--- src/rtl/ple_pkg.sv ---
package ple_pkg;

    localparam int unsigned ST_W = 2;

    typedef enum logic [2:0] {
        K_INS_FRONT = 3'd0,
        K_INS_BACK  = 3'd1,
        K_REM_FRONT = 3'd2,
        K_REM_PID   = 3'd3,
        K_FIND_PID  = 3'd4,
        K_OLDEST    = 3'd5
    } t_kind;

    localparam logic [1:0] ST_OK       = 2'd0;
    localparam logic [1:0] ST_NOTFOUND = 2'd1;
    localparam logic [1:0] ST_FULL     = 2'd2;

    localparam logic [15:0] HOLE_MAX = 16'hFFFF;

    typedef struct packed {
        logic [2:0]  kind;
        logic [15:0] pid;
        logic [15:0] proc_size;
        logic [15:0] job_length;
        logic [31:0] arrival_time;
        logic        update_hole;
        logic [31:0] now_time;
    } t_in_item;

    typedef struct packed {
        logic [1:0]  status;
        logic [15:0] out_pid;
        logic [15:0] out_size;
        logic [15:0] out_job;
        logic [31:0] out_arrival;
        logic [15:0] out_hole;
        logic [4:0]  entry_count;
    } t_out_item;

    // record payload kept in the slot memory
    typedef struct packed {
        logic [15:0] pid;
        logic [15:0] size;
        logic [15:0] job;
        logic [31:0] arrival;
        logic [15:0] hole;
    } t_rec;

endpackage

--- src/rtl/ple_store.sv ---
module ple_store import ple_pkg::*; #(
    parameter int unsigned DEPTH = 16,
    parameter int unsigned AW = 4
) (
    input  logic          i_clk,
    input  logic [AW-1:0] i_raddr,
    output t_rec          o_rdata,
    output logic [AW-1:0] o_rlink,
    input  logic          i_rec_we,
    input  logic [AW-1:0] i_rec_waddr,
    input  t_rec          i_rec_wdata,
    input  logic          i_link_we,
    input  logic [AW-1:0] i_link_waddr,
    input  logic [AW-1:0] i_link_wdata
);

    t_rec        mem_rec  [DEPTH];
    logic [AW-1:0] mem_link [DEPTH];

    always_ff @(posedge i_clk) begin
        if (i_rec_we) begin
            mem_rec[i_rec_waddr] <= i_rec_wdata;
        end
        o_rdata <= mem_rec[i_raddr];
    end

    always_ff @(posedge i_clk) begin
        if (i_link_we) begin
            mem_link[i_link_waddr] <= i_link_wdata;
        end
        o_rlink <= mem_link[i_raddr];
    end

endmodule

--- src/rtl/process_list_engine_unit.sv ---
// ordered process table: up to DEPTH records chained through links in a slot memory
// input channel i_in_valid / o_in_stall carries one operation item (t_in_item);
// output channel o_out_valid / i_out_stall returns exactly one result item per
// input item (t_out_item): status, record fields and count after the operation
// inserts and front removal do not walk the list; lookup, removal by pid and
// oldest selection walk the list through the registered memory read port,
// reading each visited entry in state S_READ
// one item is in work at a time; the input stalls while an item is in work or
// while a finished result has not been taken
// a stalled result holds its payload until i_out_stall drops
// reset (i_rst_n low, synchronous) empties the table: count zero, all slots free;
// record memory contents are not cleared and are only read for live entries
module process_list_engine_unit import ple_pkg::*; #(
    parameter int unsigned DEPTH = 16
) (
    input  logic      i_clk,
    input  logic      i_rst_n,
    input  logic      i_in_valid,
    output logic      o_in_stall,
    input  t_in_item  i_in_item,
    output logic      o_out_valid,
    input  logic      i_out_stall,
    output t_out_item o_out_item
);

    localparam int unsigned AW = (DEPTH > 1) ? $clog2(DEPTH) : 1;
    localparam int unsigned CW = $clog2(DEPTH + 1);

    typedef enum logic [7:0] {
        S_IDLE    = 8'b00000001,
        S_ISSUE   = 8'b00000010,
        S_READ    = 8'b00000100,
        S_HOLE    = 8'b00001000,
        S_HRD     = 8'b00010000,
        S_DONE    = 8'b00100000,
        S_OUT     = 8'b01000000,
        S_ISSUE_W = 8'b10000000
    } t_state;

    t_state        r_state, n_state;
    t_in_item      r_item;
    logic [AW-1:0] r_front, r_back, r_cur, r_prev;
    logic [CW-1:0] r_count, r_pos;
    logic [DEPTH-1:0] r_free;
    logic          r_found;
    logic [31:0]   r_best_wait;
    logic [15:0]   r_best_pid;
    t_rec          r_hit;
    logic [AW-1:0] r_nxt;
    logic          r_has_next;
    t_out_item     r_out;

    logic [AW-1:0] raddr;
    t_rec          rdata;
    logic [AW-1:0] rlink;
    logic          rec_we, link_we;
    logic [AW-1:0] rec_waddr, link_waddr, link_wdata;
    t_rec          rec_wdata;

    ple_store #(.DEPTH(DEPTH), .AW(AW)) u_store (
        .i_clk       (i_clk),
        .i_raddr     (raddr),
        .o_rdata     (rdata),
        .o_rlink     (rlink),
        .i_rec_we    (rec_we),
        .i_rec_waddr (rec_waddr),
        .i_rec_wdata (rec_wdata),
        .i_link_we   (link_we),
        .i_link_waddr(link_waddr),
        .i_link_wdata(link_wdata)
    );

    // lowest free slot
    logic [AW-1:0] free_slot;
    always_comb begin
        free_slot = '0;
        for (int i = DEPTH - 1; i >= 0; i--) begin
            if (r_free[i]) free_slot = AW'(i);
        end
    end

    logic        full;
    logic [31:0] wait_t;
    logic [15:0] hsum;
    logic [17:0] hsum2;
    assign full   = (r_count == CW'(DEPTH));
    assign wait_t = r_item.now_time - rdata.arrival;
    assign hsum2  = {2'b0, rdata.hole} + {2'b0, r_hit.size} + {2'b0, r_hit.hole};
    assign hsum   = hsum2[17:16] != 2'b0 ? HOLE_MAX : hsum2[15:0];

    t_rec ins_rec;
    always_comb begin
        ins_rec.pid     = r_item.pid;
        ins_rec.size    = r_item.proc_size;
        ins_rec.job     = r_item.job_length;
        ins_rec.arrival = r_item.arrival_time;
        ins_rec.hole    = '0;
    end

    t_out_item n_out;
    logic [AW-1:0] n_front, n_back, n_cur, n_prev, n_nxt;
    logic [CW-1:0] n_count, n_pos;
    logic [DEPTH-1:0] n_free;
    logic        n_found, n_has_next;
    logic [31:0] n_best_wait;
    logic [15:0] n_best_pid;
    t_rec        n_hit;
    t_in_item    n_item;

    function automatic t_out_item mk_out(logic [1:0] st, t_rec r, logic has,
                                         logic [CW-1:0] c);
        t_out_item o;
        o.status      = st;
        o.out_pid     = has ? r.pid : '0;
        o.out_size    = has ? r.size : '0;
        o.out_job     = has ? r.job : '0;
        o.out_arrival = has ? r.arrival : '0;
        o.out_hole    = has ? r.hole : '0;
        o.entry_count = 5'(c);
        return o;
    endfunction

    always_comb begin
        n_state = r_state; n_item = r_item; n_front = r_front; n_back = r_back;
        n_cur = r_cur; n_prev = r_prev; n_count = r_count;
        n_pos = r_pos; n_free = r_free; n_found = r_found;
        n_best_wait = r_best_wait; n_best_pid = r_best_pid; n_hit = r_hit;
        n_nxt = r_nxt; n_has_next = r_has_next; n_out = r_out;
        raddr = r_cur;
        rec_we = 1'b0; rec_waddr = free_slot; rec_wdata = ins_rec;
        link_we = 1'b0; link_waddr = free_slot; link_wdata = '0;
        case (r_state)
            S_IDLE: begin
                if (i_in_valid) begin
                    n_item  = i_in_item;
                    n_state = S_ISSUE;
                end
            end
            S_ISSUE: begin
                n_cur = r_front; n_pos = '0; n_found = 1'b0;
                n_best_wait = '0; n_best_pid = '0;
                case (r_item.kind)
                    K_INS_FRONT, K_INS_BACK: begin
                        if (full) begin
                            n_out = mk_out(ST_FULL, ins_rec, 1'b0, r_count);
                            n_state = S_OUT;
                        end else begin
                            rec_we = 1'b1;
                            n_free[free_slot] = 1'b0;
                            link_we = 1'b1;
                            if (r_item.kind == K_INS_FRONT) begin
                                link_wdata = r_front;
                                n_front = free_slot;
                                if (r_count == '0) n_back = free_slot;
                                n_state = S_OUT;
                            end else begin
                                link_wdata = '0;
                                n_back = free_slot;
                                if (r_count == '0) begin
                                    n_front = free_slot;
                                    n_state = S_OUT;
                                end else begin
                                    n_state = S_HOLE; // relink old back next
                                    n_nxt = free_slot;
                                    n_prev = r_back;
                                end
                            end
                            n_count = r_count + 1'b1;
                            n_out = mk_out(ST_OK, ins_rec, 1'b1, r_count + 1'b1);
                        end
                    end
                    K_REM_FRONT, K_REM_PID, K_FIND_PID, K_OLDEST: begin
                        if (r_count == '0) begin
                            n_out = mk_out(ST_NOTFOUND, ins_rec, 1'b0, r_count);
                            n_state = S_OUT;
                        end else begin
                            raddr = r_front;
                            n_state = S_READ;
                        end
                    end
                    default: begin
                        n_out = mk_out(ST_NOTFOUND, ins_rec, 1'b0, r_count);
                        n_state = S_OUT;
                    end
                endcase
            end
            S_READ: begin
                // rdata/rlink belong to slot r_cur
                case (r_item.kind)
                    K_REM_FRONT: begin
                        n_count = r_count - 1'b1;
                        n_free[r_cur] = 1'b1;
                        n_front = rlink;
                        if (r_count == CW'(1)) begin
                            n_front = '0; n_back = '0;
                        end
                        n_out = mk_out(ST_OK, rdata, 1'b1, r_count - 1'b1);
                        n_state = S_OUT;
                    end
                    K_OLDEST: begin
                        if (!wait_t[31] && (!r_found || wait_t > r_best_wait ||
                            (wait_t == r_best_wait && rdata.pid < r_best_pid))) begin
                            n_found = 1'b1;
                            n_best_wait = wait_t; n_best_pid = rdata.pid;
                            n_hit = rdata;
                        end
                        n_pos = r_pos + 1'b1;
                        n_cur = rlink;
                        if (r_pos + 1'b1 == r_count) begin
                            n_state = S_DONE;
                        end else begin
                            n_state = S_ISSUE_W;
                        end
                    end
                    default: begin
                        if (rdata.pid == r_item.pid) begin
                            n_hit = rdata;
                            n_nxt = rlink;
                            n_has_next = (r_pos + 1'b1) < r_count;
                            n_state = S_DONE;
                            n_found = 1'b1;
                        end else begin
                            n_prev = r_cur;
                            n_cur = rlink;
                            n_pos = r_pos + 1'b1;
                            if (r_pos + 1'b1 == r_count) n_state = S_DONE;
                            else n_state = S_ISSUE_W;
                        end
                    end
                endcase
            end
            S_ISSUE_W: begin
                raddr = r_cur;
                n_state = S_READ;
            end
            S_DONE: begin
                if (!r_found) begin
                    n_out = mk_out(ST_NOTFOUND, r_hit, 1'b0, r_count);
                    n_state = S_OUT;
                end else if (r_item.kind != K_REM_PID) begin
                    n_out = mk_out(ST_OK, r_hit, 1'b1, r_count);
                    n_state = S_OUT;
                end else begin
                    n_count = r_count - 1'b1;
                    n_free[r_cur] = 1'b1;
                    if (r_pos == '0) begin
                        n_front = r_nxt;
                    end else begin
                        link_we = 1'b1; link_waddr = r_prev; link_wdata = r_nxt;
                        if (!r_has_next) n_back = r_prev;
                    end
                    if (r_count == CW'(1)) begin
                        n_front = '0; n_back = '0;
                    end
                    n_out = mk_out(ST_OK, r_hit, 1'b1, r_count - 1'b1);
                    if (r_item.update_hole && r_has_next) begin
                        raddr = r_nxt;
                        n_state = S_HRD;
                    end else begin
                        n_state = S_OUT;
                    end
                end
            end
            S_HRD: begin
                rec_we = 1'b1; rec_waddr = r_nxt;
                rec_wdata = rdata;
                rec_wdata.hole = hsum;
                n_state = S_OUT;
            end
            S_HOLE: begin
                link_we = 1'b1; link_waddr = r_prev; link_wdata = r_nxt;
                n_state = S_OUT;
            end
            S_OUT: begin
                if (!i_out_stall) n_state = S_IDLE;
            end
            default: n_state = S_IDLE;
        endcase
    end

    always_ff @(posedge i_clk) begin
        if (!i_rst_n) begin
            r_state <= S_IDLE;
            r_front <= '0;
            r_back  <= '0;
            r_count <= '0;
            r_free  <= '1;
        end else begin
            r_state <= n_state;
            r_front <= n_front;
            r_back  <= n_back;
            r_count <= n_count;
            r_free  <= n_free;
        end
    end

    always_ff @(posedge i_clk) begin
        r_item <= n_item; r_cur <= n_cur; r_prev <= n_prev;
        r_pos <= n_pos; r_found <= n_found; r_best_wait <= n_best_wait;
        r_best_pid <= n_best_pid; r_hit <= n_hit; r_nxt <= n_nxt;
        r_has_next <= n_has_next; r_out <= n_out;
    end

    assign o_in_stall  = (r_state != S_IDLE);
    assign o_out_valid = (r_state == S_OUT);
    assign o_out_item  = r_out;

endmodule

--- config.mk ---
export PLATFORM = sky130hd
export DESIGN_NAME = process_list_engine_unit
export DESIGN_NICKNAME = d
export VERILOG_FILES = /design/src/rtl/ple_pkg.sv /design/src/rtl/ple_store.sv /design/src/rtl/process_list_engine_unit.sv
export SDC_FILE = /design/constraint.sdc
export NUM_CORES = 2
export LEC_CHECK = 0
export BUFFER_PORTS_ARGS = -buffer_cell sky130_fd_sc_hd__clkbuf_2
export CAP_MARGIN = 20
export CORE_AREA = 2 2 586 588
export CTS_CLUSTER_DIAMETER = 150
export CTS_CLUSTER_SIZE = 30
export DETAILED_ROUTE_END_ITERATION = 12
export DIE_AREA = 0 0 588 590
export GPL_TIMING_DRIVEN = 0
export HOLD_SLACK_MARGIN = 0.12
export MAX_ROUTING_LAYER = met4
export SYNTH_ARGS = -nofsm -noshare
export SYNTH_HDL_FRONTEND = slang
export SYNTH_SLANG_ARGS = --single-unit
--- constraint.sdc ---
create_clock -name i_clk -period 13.2 [get_ports i_clk]
set_input_delay 2.64 -clock i_clk [delete_from_list [all_inputs] [get_ports i_clk]]
set_output_delay 2.64 -clock i_clk [all_outputs]
set_load 0.05 [all_outputs]
==> metrics.md <==
| Metric | Value |
|---|---|
| Outcome | finished clean |
| Final period util | between 50% and 60% |
| Pre-antenna DRT Iters | 8 |
| DRC Markers | 0 |
| Clock sink count | 2119 |
| Critical path required time | 13760 ps |
| Skew final | 60.8 ps |
| Setup_tns | 0 ps |
| Final core occ | 28.6% |
| Area post-placement | 94900 um^2 |
| Post-route antenna net violation count | 0 |
| Critical path endpoint category | register |
| Skew-Pair Late Insertion Delay | 810 ps |
| Commonest register cell after synthesis | edfxtp_1 |
| Inserted Clock Buffers | 83 |
| CTS tree | done |
| Worst-Margin Slew | 1310 ps |
| Synth Instances | 6688 |
| CTS Buffer Depth | 3 |
| VDD IR max | 0.135 mV |
| CP max stage delay | 850 ps |
| Critical path peak fanout | 32 |
| CP cell instances | inv_1 -> ha_1 -> nand2b_1 -> a211oi_1 -> o211ai_1 -> a31oi_1 -> a41oi_1 -> xnor2_1 -> ha_1 -> nand4_1 -> nor2_1 -> nand3_1 -> nor3_1 -> nand2_1 -> a211oi_1 -> a2111o_1 -> nand2_2 -> buf_12 |
| Ys Warns | 0 |
| Die height | 590 um |
| Layout cells sized above 1 | under 10% |
| DR vias | 56700 |
| Min Hold Slack | 468 ps |
| Post-synth EDFFs | 1982 |
| Max-cap violations | 0 |
| Syn_nets | 6929 |
| Kind of start point of the critical path | register |
| Full die area | 347000 um^2 |
| Initial antenna violation count | 30 |
| Critical Path AT | just under 8000 ps |
| Layout Nets | 7509 |
| Global-route wire length before repair | 380000 um |
| Hold Crit Class | reg -> reg |
| IO Port Bufs | 224 |
| Design Area, Final | 97500 um^2 |
| Initial DRC count | approximately 7500 |
| Hold_buf cts | 0 |
| Die W | 588 um |
| Initial Util | between 20% and 30% |
| H-tree levels | 3 |
| Setup Fix Bufs, Post-CTS | 0 |
| Core box area | 341000 um^2 |
| Final Wtd Congestion | 0.891 |
| Max Slew Vio Count | 0 |
| Max transition margin | 12.5% |
| Flip-flop and latch count after synthesis | between 2000 and 2500 |
| Core Rows | 215 |
| Gr ovfl total | 0 |
| PwrDens | 119 nW/um^2 |
| Peak Freq | around 0.14 GHz |
| Total Routing Usage GR | 15.4% |
| CTS root buffer | clkbuf_16 |
| Vias in the first global route | 52900 |
| Setup violations, final | 0 |
| Netlist cell types | 75 |
| Detailed Place HPWL | 196000 um |
| Clock Pin Slew Worst Setup and Hold Paths | around 120 ps |
| Synthesized area per cell | 12.7 um^2 |
| Io pins | 225 |
| Class of the most critical setup path | reg -> reg |
| CP max-delay cell | xnor2_1 |
| DRT Wirelength | 271000 um |
| Post-CTS sizing | 0 |
| Via density | 4.76 |
| Leakage Power | 34.3 nW |
| Synthesized area | 84800 um^2 |
| Pwr Total | 0.0116 W |
| Register area share after synthesis | 73.4% |
| RSZ-0062 raised after global routing | no |
| Filler cells | 34700 |
| Post-DR wirelength/cell | 22.7 um |
| Final Hold Viols | 0 |
| Largest net degree at the start of global routing | 53 |
| Final min period | 7340 ps |
| Area Overhead vs Synth | 15.0% |
| Async SR Flop Fraction | 0% |
## sequential cells by signal, indices dropped and copies added (netlist names), 32 cells and up
signal / cells
u_store.mem_rec: 1536
r_best_wait: 32
o_out_item: 103
u_store.o_rdata: 96
ins_rec: 80
r_hit: 96
r_item: 36
u_store.mem_link: 64
## per-layer routing
layer  vias to the layer above  track usage, %  routed length (um)
met1                     28100            20.3              112000
met4                         0            5.45               10600
met3                       379            2.62               24600
li1                      25400               -                   -
met5                         -               -                   0
met2                      2893            23.8              124000
## final timing paths
kind                       startpoint         endpoint  slack (ps)  cells past startpoint
setup / recovery  u_store.o_rdata[17]  r_best_wait[22]        5860                     18
setup reg to reg  u_store.o_rdata[17]  r_best_wait[22]        5860                     18
hold reg to reg    u_store.o_rdata[0]         r_hit[0]         470                      0
hold / removal     u_store.o_rdata[0]         r_hit[0]         470                      0
## synth_stat cells, drive strengths merged (65+ instances only)
cell type	number	area share [%]
a21oi	91	0.54
a222oi	65	0.77
a31oi	110	0.81
buf	81	0.43
clkbuf	294	1.3
dfxtp	137	3.2
edfxtp	1982	70
ha	103	1.5
inv	196	0.87
nand2	1880	8.3
nand3	1017	6.0
nand4	113	0.83
nor2	82	0.36
o21ai	81	0.48
## through the flow
stage                     instances  setup slack, ps
after floorplan                6688             3950
after global placement        11500            -4410
after detailed placement      11700             5690
after CTS                     11900             5690
after global routing          11900             5320
final                         11900             5860
## layout by cell type, fill, tap and decap left out, types with 32 or more instances in the layout
cell type and count:
buf_2 50, a31oi_1 110, clkbuf_2 237, edfxtp_1 1982, nand3_1 1017, inv_1 195, and2_1 58, nand2_1 1878
buf_4 49, a21oi_1 88, xor2_1 36, buf_6 163, a222oi_1 65, buf_1 37, dfxtp_1 137, clkbuf_1 337
buf_8 32, o21ai_1 32, ha_1 103, nor2_1 81, o21ai_0 49, clkbuf_16 83, nand4_1 113
## critical path: cells and delay by family, from the launching register on
kind	cells	cell delay, ps
and+or+nand+nor	7	1540
adders and majority gates	2	660
xor gates and xnor gates	1	850
buffers and inverters	2	670
DFF	1	420
AOI/OAI and AO/OA	6	2890
## final cells by class
| cell class | count | area (um^2) | area share [%] |
|---|---|---|---|
| flip-flops and latches | 2119 | 62300 | 63.8 |
| well taps | 4557 | 5700 | 5.85 |
| clock inverters | 15 | 241 | 0.248 |
| inverters | 197 | 739 | 0.758 |
| plain buffers | 375 | 1480 | 1.52 |
| clock buffers | 140 | 2300 | 2.36 |
| diodes | 28 | 70.1 | 0.0718 |
| multi-input cells | 3997 | 20400 | 21.0 |
| repair buffers | 495 | 4310 | 4.42 |
## cell families (layout without fill, tap and decap cells)
kind of cell | count (synthesis) | in the layout | synth area share [%]
compound gates | 519 | 519 | 4.28
buf+inv | 572 | 1222 | 2.60
mux | 4 | 4 | 0.0635
xor+xnor | 67 | 67 | 0.692
simple gates | 3286 | 3286 | 17.0
other cells | 0 | 28 | 0
fa+ha+maj | 121 | 121 | 1.95
flops | 2119 | 2119 | 73.4
## report_power, final
part | switching [W] | total [W] | internal [W]
Combinational | 0.000568 | 0.000793 | 0.000225
Clock | 0.00209 | 0.00334 | 0.00125
Sequential | 0.0000690 | 0.00749 | 0.00742
Note: power is estimated with default switching activity, not from simulation.
